--- src/rtl/ddsa_pkg.sv ---
package ddsa_pkg;

  localparam int unsigned MaxDigits = 32;
  localparam int unsigned DigitW    = 4;
  localparam int unsigned CntW      = $clog2(MaxDigits + 1);
  localparam int unsigned OpAddrW   = (MaxDigits > 1) ? $clog2(MaxDigits) : 1;
  localparam int unsigned SumDepth  = MaxDigits + 1;
  localparam int unsigned SumAddrW  = $clog2(SumDepth);
  localparam int unsigned DecBase   = 10;
  localparam int unsigned DigitMax  = 9;

  typedef struct packed {
    logic              operand_select;
    logic [DigitW-1:0] digit;
    logic              digit_valid;
    logic              end_of_operand;
  } in_item_t;

  typedef struct packed {
    logic [DigitW-1:0] sum_digit;
    logic              digit_present;
    logic              last_digit;
    logic              overflow;
  } out_item_t;

endpackage

--- src/rtl/ddsa_ram.sv ---
module ddsa_ram #(
  parameter int unsigned DATA_W = 4,
  parameter int unsigned DEPTH  = 32,
  localparam int unsigned ADDR_W = (DEPTH > 1) ? $clog2(DEPTH) : 1
) (
  input  logic              clk_i,
  input  logic              we_i,
  input  logic [ADDR_W-1:0] waddr_i,
  input  logic [DATA_W-1:0] wdata_i,
  input  logic              re_i,
  input  logic [ADDR_W-1:0] raddr_i,
  output logic [DATA_W-1:0] rdata_o
);

  logic [DATA_W-1:0] mem_q [DEPTH];
  logic [DATA_W-1:0] rdata_q;

  always_ff @(posedge clk_i) begin
    if (we_i) begin
      mem_q[waddr_i] <= wdata_i;
    end
    // read data holds until the next read
    if (re_i) begin
      rdata_q <= mem_q[raddr_i];
    end
  end

  assign rdata_o = rdata_q;

endmodule

--- src/rtl/ddsa_digit_adder.sv ---
module ddsa_digit_adder (
  input  logic [ddsa_pkg::DigitW-1:0] a_i,
  input  logic [ddsa_pkg::DigitW-1:0] b_i,
  input  logic                        carry_i,
  output logic [ddsa_pkg::DigitW-1:0] digit_o,
  output logic                        carry_o
);

  logic [ddsa_pkg::DigitW:0] raw;

  always_comb begin
    raw = {1'b0, a_i} + {1'b0, b_i} + {{ddsa_pkg::DigitW{1'b0}}, carry_i};
    if (raw >= (ddsa_pkg::DigitW + 1)'(ddsa_pkg::DecBase)) begin
      digit_o = ddsa_pkg::DigitW'(raw - (ddsa_pkg::DigitW + 1)'(ddsa_pkg::DecBase));
      carry_o = 1'b1;
    end else begin
      digit_o = ddsa_pkg::DigitW'(raw);
      carry_o = 1'b0;
    end
  end

endmodule

--- src/rtl/decimal_digit_string_adder.sv ---
// Loading: one input item per cycle while in S_LOAD; digits go straight into the operand RAMs.
// The closing item starts the adder: per column a RAM read, then add and write,
// over len = longer operand columns; then per sum digit a sum RAM read and output load,
// preceded by a carry digit if there is one. An empty pair gives a single last item
// with no digit present; output stalls hold the emission.
// Reset (rst_ni low, async) clears counts, flags and the output valid; RAM contents stay.
module decimal_digit_string_adder (
  input  logic                clk_i,
  input  logic                rst_ni,
  input  logic                in_valid_i,
  output logic                in_ready_o,
  input  ddsa_pkg::in_item_t  in_item_i,
  output logic                out_valid_o,
  input  logic                out_ready_i,
  output ddsa_pkg::out_item_t out_item_o
);

  typedef enum logic [2:0] {
    S_LOAD,
    S_RD,
    S_ADD,
    S_ECARRY,
    S_ERD,
    S_EDAT,
    S_EMPTY
  } state_e;

  localparam logic [ddsa_pkg::CntW-1:0]   MaxCnt  = ddsa_pkg::CntW'(ddsa_pkg::MaxDigits);
  localparam logic [ddsa_pkg::DigitW-1:0] DigMax  = ddsa_pkg::DigitW'(ddsa_pkg::DigitMax);
  localparam logic [ddsa_pkg::CntW-1:0]   OneCnt  = ddsa_pkg::CntW'(1);

  state_e                      state_q;
  logic [ddsa_pkg::CntW-1:0]   f_cnt_q, s_cnt_q;
  logic                        f_end_q, s_end_q, ovf_q;
  logic [ddsa_pkg::CntW-1:0]   col_q, len_q, idx_q;
  logic                        carry_q;
  logic                        out_valid_q;
  ddsa_pkg::out_item_t         out_item_q;

  logic                        in_acc, sel_first, open_op, store, room;
  logic [ddsa_pkg::CntW-1:0]   sel_cnt, f_cnt_d, s_cnt_d, len_d;
  logic                        f_we, s_we, f_end_d, s_end_d, ovf_d, done;
  logic [ddsa_pkg::DigitW-1:0] digit_sat;
  logic                        op_re;
  logic [ddsa_pkg::OpAddrW-1:0] f_raddr, s_raddr;
  logic [ddsa_pkg::DigitW-1:0] f_rdata, s_rdata, f_col, s_col;
  logic [ddsa_pkg::DigitW-1:0] add_digit;
  logic                        add_carry;
  logic                        sum_we, sum_re;
  logic [ddsa_pkg::SumAddrW-1:0] sum_waddr;
  logic [ddsa_pkg::DigitW-1:0] sum_rdata;
  logic                        slot_free;
  logic                        emit;
  logic                        out_valid_d;

  assign in_ready_o  = (state_q == S_LOAD);
  assign in_acc      = in_valid_i && in_ready_o;
  assign out_valid_o = out_valid_q;
  assign out_item_o  = out_item_q;
  assign slot_free   = !out_valid_q || out_ready_i;
  assign emit        = slot_free && ((state_q == S_ECARRY) || (state_q == S_EDAT) ||
                                     (state_q == S_EMPTY));
  assign out_valid_d = emit || (out_valid_q && !out_ready_i);

  always_comb begin
    digit_sat = (in_item_i.digit > DigMax) ? DigMax : in_item_i.digit;
    sel_first = !in_item_i.operand_select;
    open_op   = sel_first ? !f_end_q : !s_end_q;
    sel_cnt   = sel_first ? f_cnt_q : s_cnt_q;
    store     = in_acc && open_op && in_item_i.digit_valid;
    room      = (sel_cnt < MaxCnt);
    f_we      = store && room && sel_first;
    s_we      = store && room && !sel_first;
    ovf_d     = ovf_q || (store && !room);
    f_cnt_d   = f_cnt_q + ddsa_pkg::CntW'(f_we);
    s_cnt_d   = s_cnt_q + ddsa_pkg::CntW'(s_we);
    f_end_d   = f_end_q || (in_acc && sel_first && in_item_i.end_of_operand);
    s_end_d   = s_end_q || (in_acc && !sel_first && in_item_i.end_of_operand);
    done      = in_acc && f_end_d && s_end_d;
    len_d     = (f_cnt_d > s_cnt_d) ? f_cnt_d : s_cnt_d;
  end

  // column col counts from the least significant end
  always_comb begin
    op_re     = (state_q == S_RD);
    f_raddr   = ddsa_pkg::OpAddrW'(f_cnt_q - OneCnt - col_q);
    s_raddr   = ddsa_pkg::OpAddrW'(s_cnt_q - OneCnt - col_q);
    f_col     = (col_q < f_cnt_q) ? f_rdata : '0;
    s_col     = (col_q < s_cnt_q) ? s_rdata : '0;
    sum_we    = (state_q == S_ADD);
    sum_waddr = ddsa_pkg::SumAddrW'(len_q - col_q);
    sum_re    = (state_q == S_ERD);
  end

  ddsa_ram #(
    .DATA_W (ddsa_pkg::DigitW),
    .DEPTH  (ddsa_pkg::MaxDigits)
  ) u_first_ram (
    .clk_i   (clk_i),
    .we_i    (f_we),
    .waddr_i (sel_cnt[ddsa_pkg::OpAddrW-1:0]),
    .wdata_i (digit_sat),
    .re_i    (op_re),
    .raddr_i (f_raddr),
    .rdata_o (f_rdata)
  );

  ddsa_ram #(
    .DATA_W (ddsa_pkg::DigitW),
    .DEPTH  (ddsa_pkg::MaxDigits)
  ) u_second_ram (
    .clk_i   (clk_i),
    .we_i    (s_we),
    .waddr_i (sel_cnt[ddsa_pkg::OpAddrW-1:0]),
    .wdata_i (digit_sat),
    .re_i    (op_re),
    .raddr_i (s_raddr),
    .rdata_o (s_rdata)
  );

  ddsa_digit_adder u_adder (
    .a_i     (f_col),
    .b_i     (s_col),
    .carry_i (carry_q),
    .digit_o (add_digit),
    .carry_o (add_carry)
  );

  // sum digit at index len - col; index 0 (the carry) lives in carry_q
  ddsa_ram #(
    .DATA_W (ddsa_pkg::DigitW),
    .DEPTH  (ddsa_pkg::SumDepth)
  ) u_sum_ram (
    .clk_i   (clk_i),
    .we_i    (sum_we),
    .waddr_i (sum_waddr),
    .wdata_i (add_digit),
    .re_i    (sum_re),
    .raddr_i (idx_q[ddsa_pkg::SumAddrW-1:0]),
    .rdata_o (sum_rdata)
  );

  always_ff @(posedge clk_i or negedge rst_ni) begin
    if (!rst_ni) begin
      state_q     <= S_LOAD;
      f_cnt_q     <= '0;
      s_cnt_q     <= '0;
      f_end_q     <= 1'b0;
      s_end_q     <= 1'b0;
      ovf_q       <= 1'b0;
      col_q       <= '0;
      len_q       <= '0;
      idx_q       <= '0;
      carry_q     <= 1'b0;
      out_valid_q <= 1'b0;
      out_item_q  <= '0;
    end else begin
      out_valid_q <= out_valid_d;
      unique case (state_q)
        S_LOAD: begin
          if (in_acc) begin
            f_cnt_q <= f_cnt_d;
            s_cnt_q <= s_cnt_d;
            f_end_q <= f_end_d;
            s_end_q <= s_end_d;
            ovf_q   <= ovf_d;
            if (done) begin
              len_q   <= len_d;
              col_q   <= '0;
              carry_q <= 1'b0;
              state_q <= (len_d == '0) ? S_EMPTY : S_RD;
            end
          end
        end
        S_RD: begin
          state_q <= S_ADD;
        end
        S_ADD: begin
          carry_q <= add_carry;
          col_q   <= col_q + OneCnt;
          if (col_q == len_q - OneCnt) begin
            idx_q   <= OneCnt;
            state_q <= add_carry ? S_ECARRY : S_ERD;
          end else begin
            state_q <= S_RD;
          end
        end
        S_ECARRY: begin
          if (slot_free) begin
            out_item_q.sum_digit     <= ddsa_pkg::DigitW'(carry_q);
            out_item_q.digit_present <= 1'b1;
            out_item_q.last_digit    <= 1'b0;
            out_item_q.overflow      <= ovf_q;
            state_q                  <= S_ERD;
          end
        end
        S_ERD: begin
          state_q <= S_EDAT;
        end
        S_EDAT: begin
          if (slot_free) begin
            out_item_q.sum_digit     <= sum_rdata;
            out_item_q.digit_present <= 1'b1;
            out_item_q.last_digit    <= (idx_q == len_q);
            out_item_q.overflow      <= ovf_q;
            if (idx_q == len_q) begin
              f_cnt_q <= '0;
              s_cnt_q <= '0;
              f_end_q <= 1'b0;
              s_end_q <= 1'b0;
              ovf_q   <= 1'b0;
              state_q <= S_LOAD;
            end else begin
              idx_q   <= idx_q + OneCnt;
              state_q <= S_ERD;
            end
          end
        end
        S_EMPTY: begin
          if (slot_free) begin
            out_item_q.sum_digit     <= '0;
            out_item_q.digit_present <= 1'b0;
            out_item_q.last_digit    <= 1'b1;
            out_item_q.overflow      <= ovf_q;
            f_cnt_q                  <= '0;
            s_cnt_q                  <= '0;
            f_end_q                  <= 1'b0;
            s_end_q                  <= 1'b0;
            ovf_q                    <= 1'b0;
            state_q                  <= S_LOAD;
          end
        end
        default: begin
          state_q <= S_LOAD;
        end
      endcase
    end
  end

`ifndef ASSERT_OFF
  a_cnt_bound: assert property (@(posedge clk_i) disable iff (!rst_ni)
    (f_cnt_q <= MaxCnt) && (s_cnt_q <= MaxCnt))
    else $error("operand count beyond capacity");

  a_empty_last: assert property (@(posedge clk_i) disable iff (!rst_ni)
    (out_valid_o && !out_item_o.digit_present) |-> out_item_o.last_digit)
    else $error("empty result not marked last");

  a_digit_range: assert property (@(posedge clk_i) disable iff (!rst_ni)
    out_valid_o |-> (out_item_o.sum_digit <= DigMax))
    else $error("sum digit out of decimal range");

  a_no_load_busy: assert property (@(posedge clk_i) disable iff (!rst_ni)
    (state_q == S_ADD) |=> !in_ready_o)
    else $error("input taken during add");
`endif

endmodule
--- config.mk ---
export PLATFORM = sky130hd
export DESIGN_NAME = decimal_digit_string_adder
export DESIGN_NICKNAME = d
export VERILOG_FILES = /design/src/rtl/ddsa_pkg.sv /design/src/rtl/ddsa_ram.sv /design/src/rtl/ddsa_digit_adder.sv /design/src/rtl/decimal_digit_string_adder.sv
export SDC_FILE = /design/constraint.sdc
export NUM_CORES = 1
export LEC_CHECK = 0
export ABC_AREA = 1
export BUFFER_PORTS_ARGS = -buffer_cell sky130_fd_sc_hd__buf_2
export CAP_MARGIN = 15
export CELL_PAD_IN_SITES_DETAIL_PLACEMENT = 1
export CELL_PAD_IN_SITES_GLOBAL_PLACEMENT = 1
export CORE_MARGIN = 2
export CORE_UTILIZATION = 46
export DETAILED_ROUTE_END_ITERATION = 16
export PLACE_DENSITY = 0.75
export RECOVER_POWER = 100
export SLEW_MARGIN = 30
export SYNTH_ARGS = -nofsm -noshare
export SYNTH_HDL_FRONTEND = slang
export SYNTH_SLANG_ARGS = --single-unit
--- constraint.sdc ---
create_clock -name clk_i -period 4.8 [get_ports clk_i]
set_input_delay 0.72 -clock clk_i [delete_from_list [all_inputs] [get_ports clk_i]]
set_output_delay 0.72 -clock clk_i [all_outputs]
set_load 0.01 [all_outputs]
==> results by group, run 1 <==
Drt
  – Post-route ant nets: 0
  – Via density: 5.66
  – DR pass1 iterations: 5
  – DRC: 0
  – Post-Route WL: 52.3 mm
  – Initial DRC Count: 1132
  – WL per Instance: 21.5 um
  – Via count: 13800

Floorplanning
  – Vert. Die Dim: 213 um
  – Die width: 213 um
  – Cell Rows: 76
  – Die area: 45200 um^2
  – Initial core utilization: 46.5%
  – Core region area: 43000 um^2
  – Top Ports: 20

Cells and area
  – Register area: 13100 um^2
  – Fraction of layout cells with a size suffix above 1: 6.93%
  – Filler cells: 4557
  – P&R area growth vs syn: 10.8%
  – Most common cell after layout, fill and taps aside: nor2_1
  – Number of diodes: 0
  – Area of the multi-input gates: 6080 um^2
  – Most frequent cells in the layout: nor2_1, edfxtp_1, nand2_1, o21ai_0, inv_1
  – Layout Nets: 1864

Critical path
  – Crit Path Category: reg2reg
  – Arrival @ worst endpoint: 4800 ps
  – Worst EP required: 5190 ps
  – CP Capture Type: flip-flop
  – Startpoint types: flip-flop
  – Worst Reg-to-Reg Cells: 9
  – CP Max Fanout: 64

Logic synthesis
  – Sequential element share of the synthesized area: 65.7%
  – EDFF count, synth: 400
  – Distinct cells, synth: 44
  – Post-synth ARST share: 10.1%
  – Seq cells post-synth: 445
  – Syn Std Cell Area: 20000 um^2
  – Post-synthesis average cell area: 11.1 um^2
  – Main synth FF type: edfxtp_1
  – Gate Count Post-Synth: 1802
  – YS warnings: 0
  – Post-Synthesis Net Count: 1856

Timing
  – Worst slew pin tran: 3410 ps
  – Hold_ws: 431 ps
  – Slew HR: -127%
  – Clock Skews: 12.7 ps
  – RSZ-0062 raised after global routing: no
  – Post-route minimum period: 4410 ps
  – Final setup viols: 0
  – Fmax: 227 MHz
  – Setup TNS: 0 ps
  – Tcrit/Tclk final: 91.9%
  – Max Slew Vio Count: 460
  – Hold Vio Cnt, Final: 0

Job
  – Max Cap Violations: 10

Power
  – Lkg Pwr: 7.83 nW
  – VDD IR-drop max: 0.930 mV
  – PwrDens: 722 nW/um^2

Worst hold path
  – Hold Path Class: in2reg
  – Cells on Worst Hold Path: 4

CTS
  – CTS resizes: 0
  – Worst skew pair latency: 580 ps
  – CTS root buf: clkbuf_16
  – Post-CTS setup buffers: 0
  – Post-CTS Hold Buffers: 0
  – Clk pin slew, worst setup/hold paths: 60 ps
  – H-tree level count: 2
  – Clk sinks: 445
  – Num CTS Buffers: 46
  – Clk buf depth: 3
  – CTS tree: done

Global routing
  – Number of global-route vias before repair: 14600
  – Met3 Usage GRT: 3.28%
  – Met2 usage: 41.7%
  – GR Overflow Total: 0
  – Global-route wire length before repair: 81.7 mm
  – GRT met1 Usage: 30.0%
  – Initial antenna violation count: 0
  – Gr usage total: 23.6%
  – Gr busiest metal: met2
  – Largest net degree at the start of global routing: 67

Placement
  – Dpl hpwl: 34.0 mm
  – Placer Congestion: 0.876
  – Port bufs: 19

Outcome
  – Outcome: finished, violations left
  – Failing checks: max-capacitance violations, max-slew violations
## metal layers
layer	part of all wire, %	vias to the layer above	wire (um)
met5	0	-	0
met4	2.6	0	1370
met3	4.6	86	2430
met2	50	357	26400
met1	42	6915	22200
li1	-	6393	-
## cells in the mapped netlist (2+ instances only)
| cell | number | area [um^2] |
|---|---|---|
| xor2_1 | 22 | 193 |
| o22ai_1 | 31 | 194 |
| inv_1 | 121 | 454 |
| ha_1 | 38 | 475 |
| o21bai_1 | 4 | 30.0 |
| inv_2 | 6 | 22.5 |
| nor3b_1 | 2 | 15.0 |
| nor2_1 | 430 | 1610 |
| nand2_2 | 7 | 43.8 |
| and2_1 | 2 | 12.5 |
| nor3_1 | 10 | 50.1 |
| nand2_1 | 196 | 736 |
| o21ai_0 | 161 | 806 |
| buf_1 | 10 | 37.5 |
| edfxtp_1 | 400 | 12000 |
| nor2_2 | 4 | 25.0 |
| nand3b_1 | 2 | 15.0 |
| a21oi_1 | 20 | 100 |
| o32ai_1 | 64 | 561 |
| o221ai_1 | 14 | 123 |
| a31oi_1 | 3 | 18.8 |
| dfrtp_1 | 45 | 1130 |
| nand4_1 | 16 | 100 |
| nand3_1 | 51 | 255 |
| nand3_2 | 3 | 30.0 |
| o211ai_1 | 18 | 135 |
| buf_2 | 15 | 75.1 |
| clkbuf_1 | 55 | 206 |
| o2111ai_1 | 3 | 26.3 |
| mux2_2 | 16 | 180 |
| xnor2_1 | 8 | 70.1 |
| clkinv_1 | 2 | 7.51 |
| o31ai_1 | 8 | 60.1 |
| fa_1 | 5 | 100 |
## registers in the layout, summed over array words and instances (netlist names), 3 cells and up
register and flops:
f_cnt_q 6, u_second_ram.mem_q 128, u_sum_ram.rdata_o 4, u_first_ram.mem_q 128
len_q 6, u_first_ram.rdata_o 4, s_cnt_q 6, idx_q 6
out_item_o 7, state_q 3, u_sum_ram.mem_q 132, col_q 6
u_second_ram.rdata_o 4
## final timing paths
| check | from | end | slack (ps) |
|---|---|---|---|
| worst max-delay path | col_q[0]$_DFFE_PN0P_ | u_second_ram.rdata_o[2]$_DFFE_PP_ | 390 |
| worst min-delay path | out_ready_i | state_q[2]$_DFFE_PN0P_ | 430 |
| worst max register to register | col_q[0]$_DFFE_PN0P_ | u_second_ram.rdata_o[2]$_DFFE_PP_ | 390 |
| worst min register to register | out_item_o[5]$_DFFE_PN0P_ | out_item_o[5]$_DFFE_PN0P_ | 480 |
| max in group asynchronous | rst_ni | idx_q[0]$_DFFE_PN0P_ | 2170 |
| min in group asynchronous | rst_ni | len_q[4]$_DFFE_PN0P_ | 1000 |
## power breakdown
group	switching [mW]	internal, mW
Clock	1.48	2.10
Combinational	4.83	1.88
Sequential	0.194	5.51
## layout make-up
cell class / count / share of cell area (%)
Inverter: 130 / 2.22
Clock buffer: 62 / 5.65
Sequential cell: 445 / 59.3
Clock inverter: 22 / 1.09
Tap cell: 585 / 3.30
Multi-Input combinational cell: 1145 / 27.5
Timing Repair Buffer: 42 / 0.994
## cell families (layout without fill, tap and decap cells)
logic type | count (synthesis) | count (layout) | share of synthesized area [%]
buf+inv | 212 | 256 | 4.15
simple gates | 727 | 727 | 14.7
mux | 16 | 16 | 0.901
fa+ha+maj | 43 | 43 | 2.88
flops | 445 | 445 | 65.7
compound gates | 329 | 329 | 10.4
xor+xnor | 30 | 30 | 1.31
## stage by stage
step	setup WS (ps)	power, mW	instances	area (um^2)	util [%]
after global placement	867	12.2	2347	20700	48.2
after detailed placement	487	12.5	2347	20700	48.3
final	390	16.0	2431	22200	51.6
after floorplan	59.4	10.1	1802	20000	-
after global routing	75.5	16.9	2431	22200	51.6
after CTS	451	16.1	2431	22200	51.7
## worst max-delay path, cell delays in order, from the launching register on
cell and delay (ps):
dfrtp_1 420, inv_1 140, ha_1 200, inv_1 60, fa_1 1980, o21ai_0 470, o32ai_1 320, mux2_2 240
nor2_1 50, o31ai_1 290
Power figures use the tool's default switching activity.
==> run 2, diff against run 1 <==
--- a/config.mk
+++ b/config.mk
@@ -5,15 +5,15 @@
 export SDC_FILE = /design/constraint.sdc
 export NUM_CORES = 1
 export LEC_CHECK = 0
-export ABC_AREA = 1
+export ABC_AREA = 0
 export BUFFER_PORTS_ARGS = -buffer_cell sky130_fd_sc_hd__buf_2
 export CAP_MARGIN = 15
 export CELL_PAD_IN_SITES_DETAIL_PLACEMENT = 1
 export CELL_PAD_IN_SITES_GLOBAL_PLACEMENT = 1
 export CORE_MARGIN = 2
-export CORE_UTILIZATION = 46
+export CORE_UTILIZATION = 30
 export DETAILED_ROUTE_END_ITERATION = 16
-export PLACE_DENSITY = 0.75
+export PLACE_DENSITY = 0.51
 export RECOVER_POWER = 100
 export SLEW_MARGIN = 30
 export SYNTH_ARGS = -nofsm -noshare
==> run 2 against run 1 <==
The run still ends with max-capacitance violations, max-slew violations left. Critical path depth rose by 5. Register-to-register slack got worse by 20 ps. Clock skew rose by 8.4 ps. Hold slack got worse by 32 ps. Critical endpoint is now state_q[0]$_DFFE_PN0P_. Critical path type unchanged. Clock power rose by 4%.
==> results by group, run 2 <==
Global routing
  – Number of global-route vias before repair: 11500 (-22%)
  – GR Overflow Total: 0 (unchanged)
  – Largest net degree at the start of global routing: 67 (unchanged)
  – Initial antenna violation count: 0 (unchanged)
  – Global-route wire length before repair: 74.0 mm (-9.4%)
  – Gr usage total: 14.6% (-9.0 points)

Placement
  – DP Worst Slack: 313 ps (-174 ps)
  – Placed instance count: 2044 (-13%)
  – Dpl hpwl: 32.5 mm (-4.4%)
  – Port bufs: 19 (unchanged)
  – Placer Congestion: 0.777 (-11%)

CTS
  – CTS tree: done
  – Clk buf depth: 3 (unchanged)
  – Clk pin slew, worst setup/hold paths: 60 ps (about the same)
  – H-tree level count: 2 (unchanged)
  – Worst skew pair latency: 600 ps (+20 ps)
  – Post-CTS setup buffers: 0 (unchanged)
  – CTS root buf: clkbuf_16
  – Clk sinks: 445 (unchanged)
  – Num CTS Buffers: 50 (+8.7%)

Logic synthesis
  – Post-synth ARST share: 10.1% (unchanged)
  – Post-synth top area cell: edfxtp_1
  – Syn Std Cell Area: 19700 um^2 (-1.8%)
  – Sequential element share of the synthesized area: 66.9% (+1.2 points)
  – EDFF count, synth: 400 (unchanged)
  – Count leader, synth: edfxtp_1
  – Synth top area cells: edfxtp_1, mux4_2, dfrtp_1
  – Gate Count Post-Synth: 1184 (-34%)
  – YS warnings: 0 (unchanged)
  – Commonest cells in the netlist: edfxtp_1, nor2_1, mux4_2
  – Distinct cells, synth: 71 (+61%)
  – Post-synthesis average cell area: 16.6 um^2 (+49%)
  – Synth top area share: 61.1% (+1.1 points)
  – Seq cells post-synth: 445 (unchanged)
  – Post-Synthesis Net Count: 1238 (-33%)
  – Main synth FF type: edfxtp_1

Cells and area
  – Layout Nets: 1296 (-30%)
  – Most common cell after layout, fill and taps aside: edfxtp_1
  – Most frequent cells in the layout: edfxtp_1, nor2_1, mux4_2, nand2_1, clkbuf_16
  – Top reg by flops: u_sum_ram.mem_q
  – Biggest regs: u_sum_ram.mem_q x132, u_first_ram.mem_q x128, u_second_ram.mem_q x128
  – Max FFs per register: 132 (unchanged)
  – Number of diodes: 0 (unchanged)
  – Non-Filler Instances: 2135 (-12%)
  – Filler cells: 6552 (+44%)
  – Fraction of layout cells with a size suffix above 1: 19.5% (+13 points)
  – P&R area growth vs syn: 14.2%

Power
  – VDD IR-drop max: 0.398 mV (-57%)
  – PwrDens: 682 nW/um^2 (-5.5%)
  – Lkg Pwr: 7.28 nW (-7.0%)

Critical path
  – Worst EP required: 5270 ps (+80 ps)
  – Worst Reg-to-Reg Cells: 14 (+5)
  – Startpoint types: flip-flop
  – CP Capture Type: flip-flop
  – Critical path launch point: state_q[1]$_DFFE_PN0P_
  – Crit Reg-Reg Startpoint: state_q[1]$_DFFE_PN0P_
  – Crit Path Category: reg2reg
  – Capturing point of the worst reg2reg path: state_q[0]$_DFFE_PN0P_
  – R2R Setup Slk: 370 ps (-20 ps)
  – Arrival @ worst endpoint: 4900 ps (+100 ps)
  – Setup crit end: state_q[0]$_DFFE_PN0P_
  – CP Max Fanout: 6 (-91%)

Drt
  – Initial DRC Count: 791 (-30%)
  – DRC: 0 (unchanged)
  – Via density: 4.91 (-13%)
  – WL per Instance: 22.4 um (+4.0%)
  – DR pass1 iterations: 4 (-1)
  – Post-Route WL: 47.8 mm (-8.7%)
  – Post-route ant nets: 0 (unchanged)
  – Via count: 10500 (-24%)

Floorplanning
  – Top Ports: 20 (unchanged)
  – Vert. Die Dim: 260 um (+22%)
  – Die area: 67600 um^2 (+50%)
  – Core region area: 64600 um^2 (+50%)
  – Initial core utilization: 30.4% (-16 points)
  – Cell Rows: 93 (+22%)
  – Die width: 260 um (+22%)

Outcome
  – Failing checks: max-capacitance violations, max-slew violations
  – Outcome: finished, violations left

Timing
  – Clock Skews: 21.1 ps (+8.37 ps)
  – Hold Vio Cnt, Final: 0 (unchanged)
  – Max Slew Vio Count: 162 (-65%)
  – RSZ-0062 raised after global routing: no
  – Setup TNS: 0 ps (unchanged)
  – Post-route minimum period: 4430 ps (+19.9 ps)
  – Tcrit/Tclk final: 92.3% (+0.41 points)
  – Slew HR: -103% (+24 points)
  – Final setup viols: 0 (unchanged)
  – Worst slew pin tran: 3040 ps (-366 ps)
  – Fmax: 226 MHz (-0.45%)
  – Final setup margin: 370 ps (-19.9 ps)

Worst hold path
  – Cells on Worst Hold Path: 3 (-1)
  – Hold Path Class: in2reg
  – Hold Crit Start: in_item_i[0]

Job
  – Max Cap Violations: 4 (-6)
## run 2: through the flow
stage | power [mW] | area (um^2) | hold slack (ps) | util, %
global placement | 11.7 | 20900 | 483 | 32.4
finish | 15.3 | 22400 | 400 | 34.7
CTS | 15.6 | 22500 | 362 | 34.9
detailed placement | 11.9 | 20900 | 508 | 32.4
floorplan | 9.60 | 19700 | 424 | -
global route | 16.2 | 22400 | 405 | 34.7
## run 2: cell type report
type / instances / area [um^2] / share of cell area, %
sequential: 445 / 13100 / 58.5
tap: 855 / 1070 / 4.77
clock inverter: 29 / 290 / 1.29
inverter: 38 / 156 / 0.697
multi-input combinational: 651 / 6140 / 27.4
clock buffer: 61 / 1300 / 5.80
timing repair buffer: 56 / 344 / 1.53
## run 2: critical path, stage by stage, from the launching register on
cell and delay [ps]:
dfrtp_1 380, nor3_1 380, and2_0 220, nand2_1 100, nor4_1 520, ha_1 310
nand3_2 140, nor3_1 330, xnor2_2 190, ha_1 380, and3b_1 200, a311oi_2 310
o21ai_1 210, a2111oi_0 470, o31ai_1 130
## run 2: repair_timing
action | 4_1_cts | 5_1_grt
hold buffers | 1 | 0
endpoints found under the hold margin | 11 | 0
gates resized for setup | 0 | 1
setup endpoints to repair | 0 | 33
## run 2: worst min path at each step
stage | slack, ps | to
after CTS | 360 | f_end_q$_DFFE_PN0P_
after global placement | 480 | out_item_o[6]$_DFFE_PN0P_
after detailed placement | 510 | out_item_o[6]$_DFFE_PN0P_
final | 400 | f_end_q$_DFFE_PN0P_
after global routing | 410 | f_end_q$_DFFE_PN0P_
after floorplan | 420 | carry_q$_DFFE_PN0P_
## run 2: per-layer routing
layer	GRT usage (%)	vias to the layer above	share of wire (%)
li1	-	4760	-
met1	19.7	5526	46
met2	24.6	128	49
met3	2.01	68	2.7
met4	4.20	0	2.1
met5	0	-	0
## run 2: cell families after synthesis
group,share of synthesized area (%)
flip-flops,66.9
AND/OR/NAND/NOR,6.84
AO/OA/AOI/OAI,4.60
multiplexers,14.7
buffers and inverters,1.92
adder cells (fa/ha/maj),2.99
XOR/XNOR,2.13
## run 2: power by group
part	internal [mW]	switching, mW
combinational	2.52	3.51
clock	2.15	1.58
sequential	5.30	0.238
total	9.98	5.33
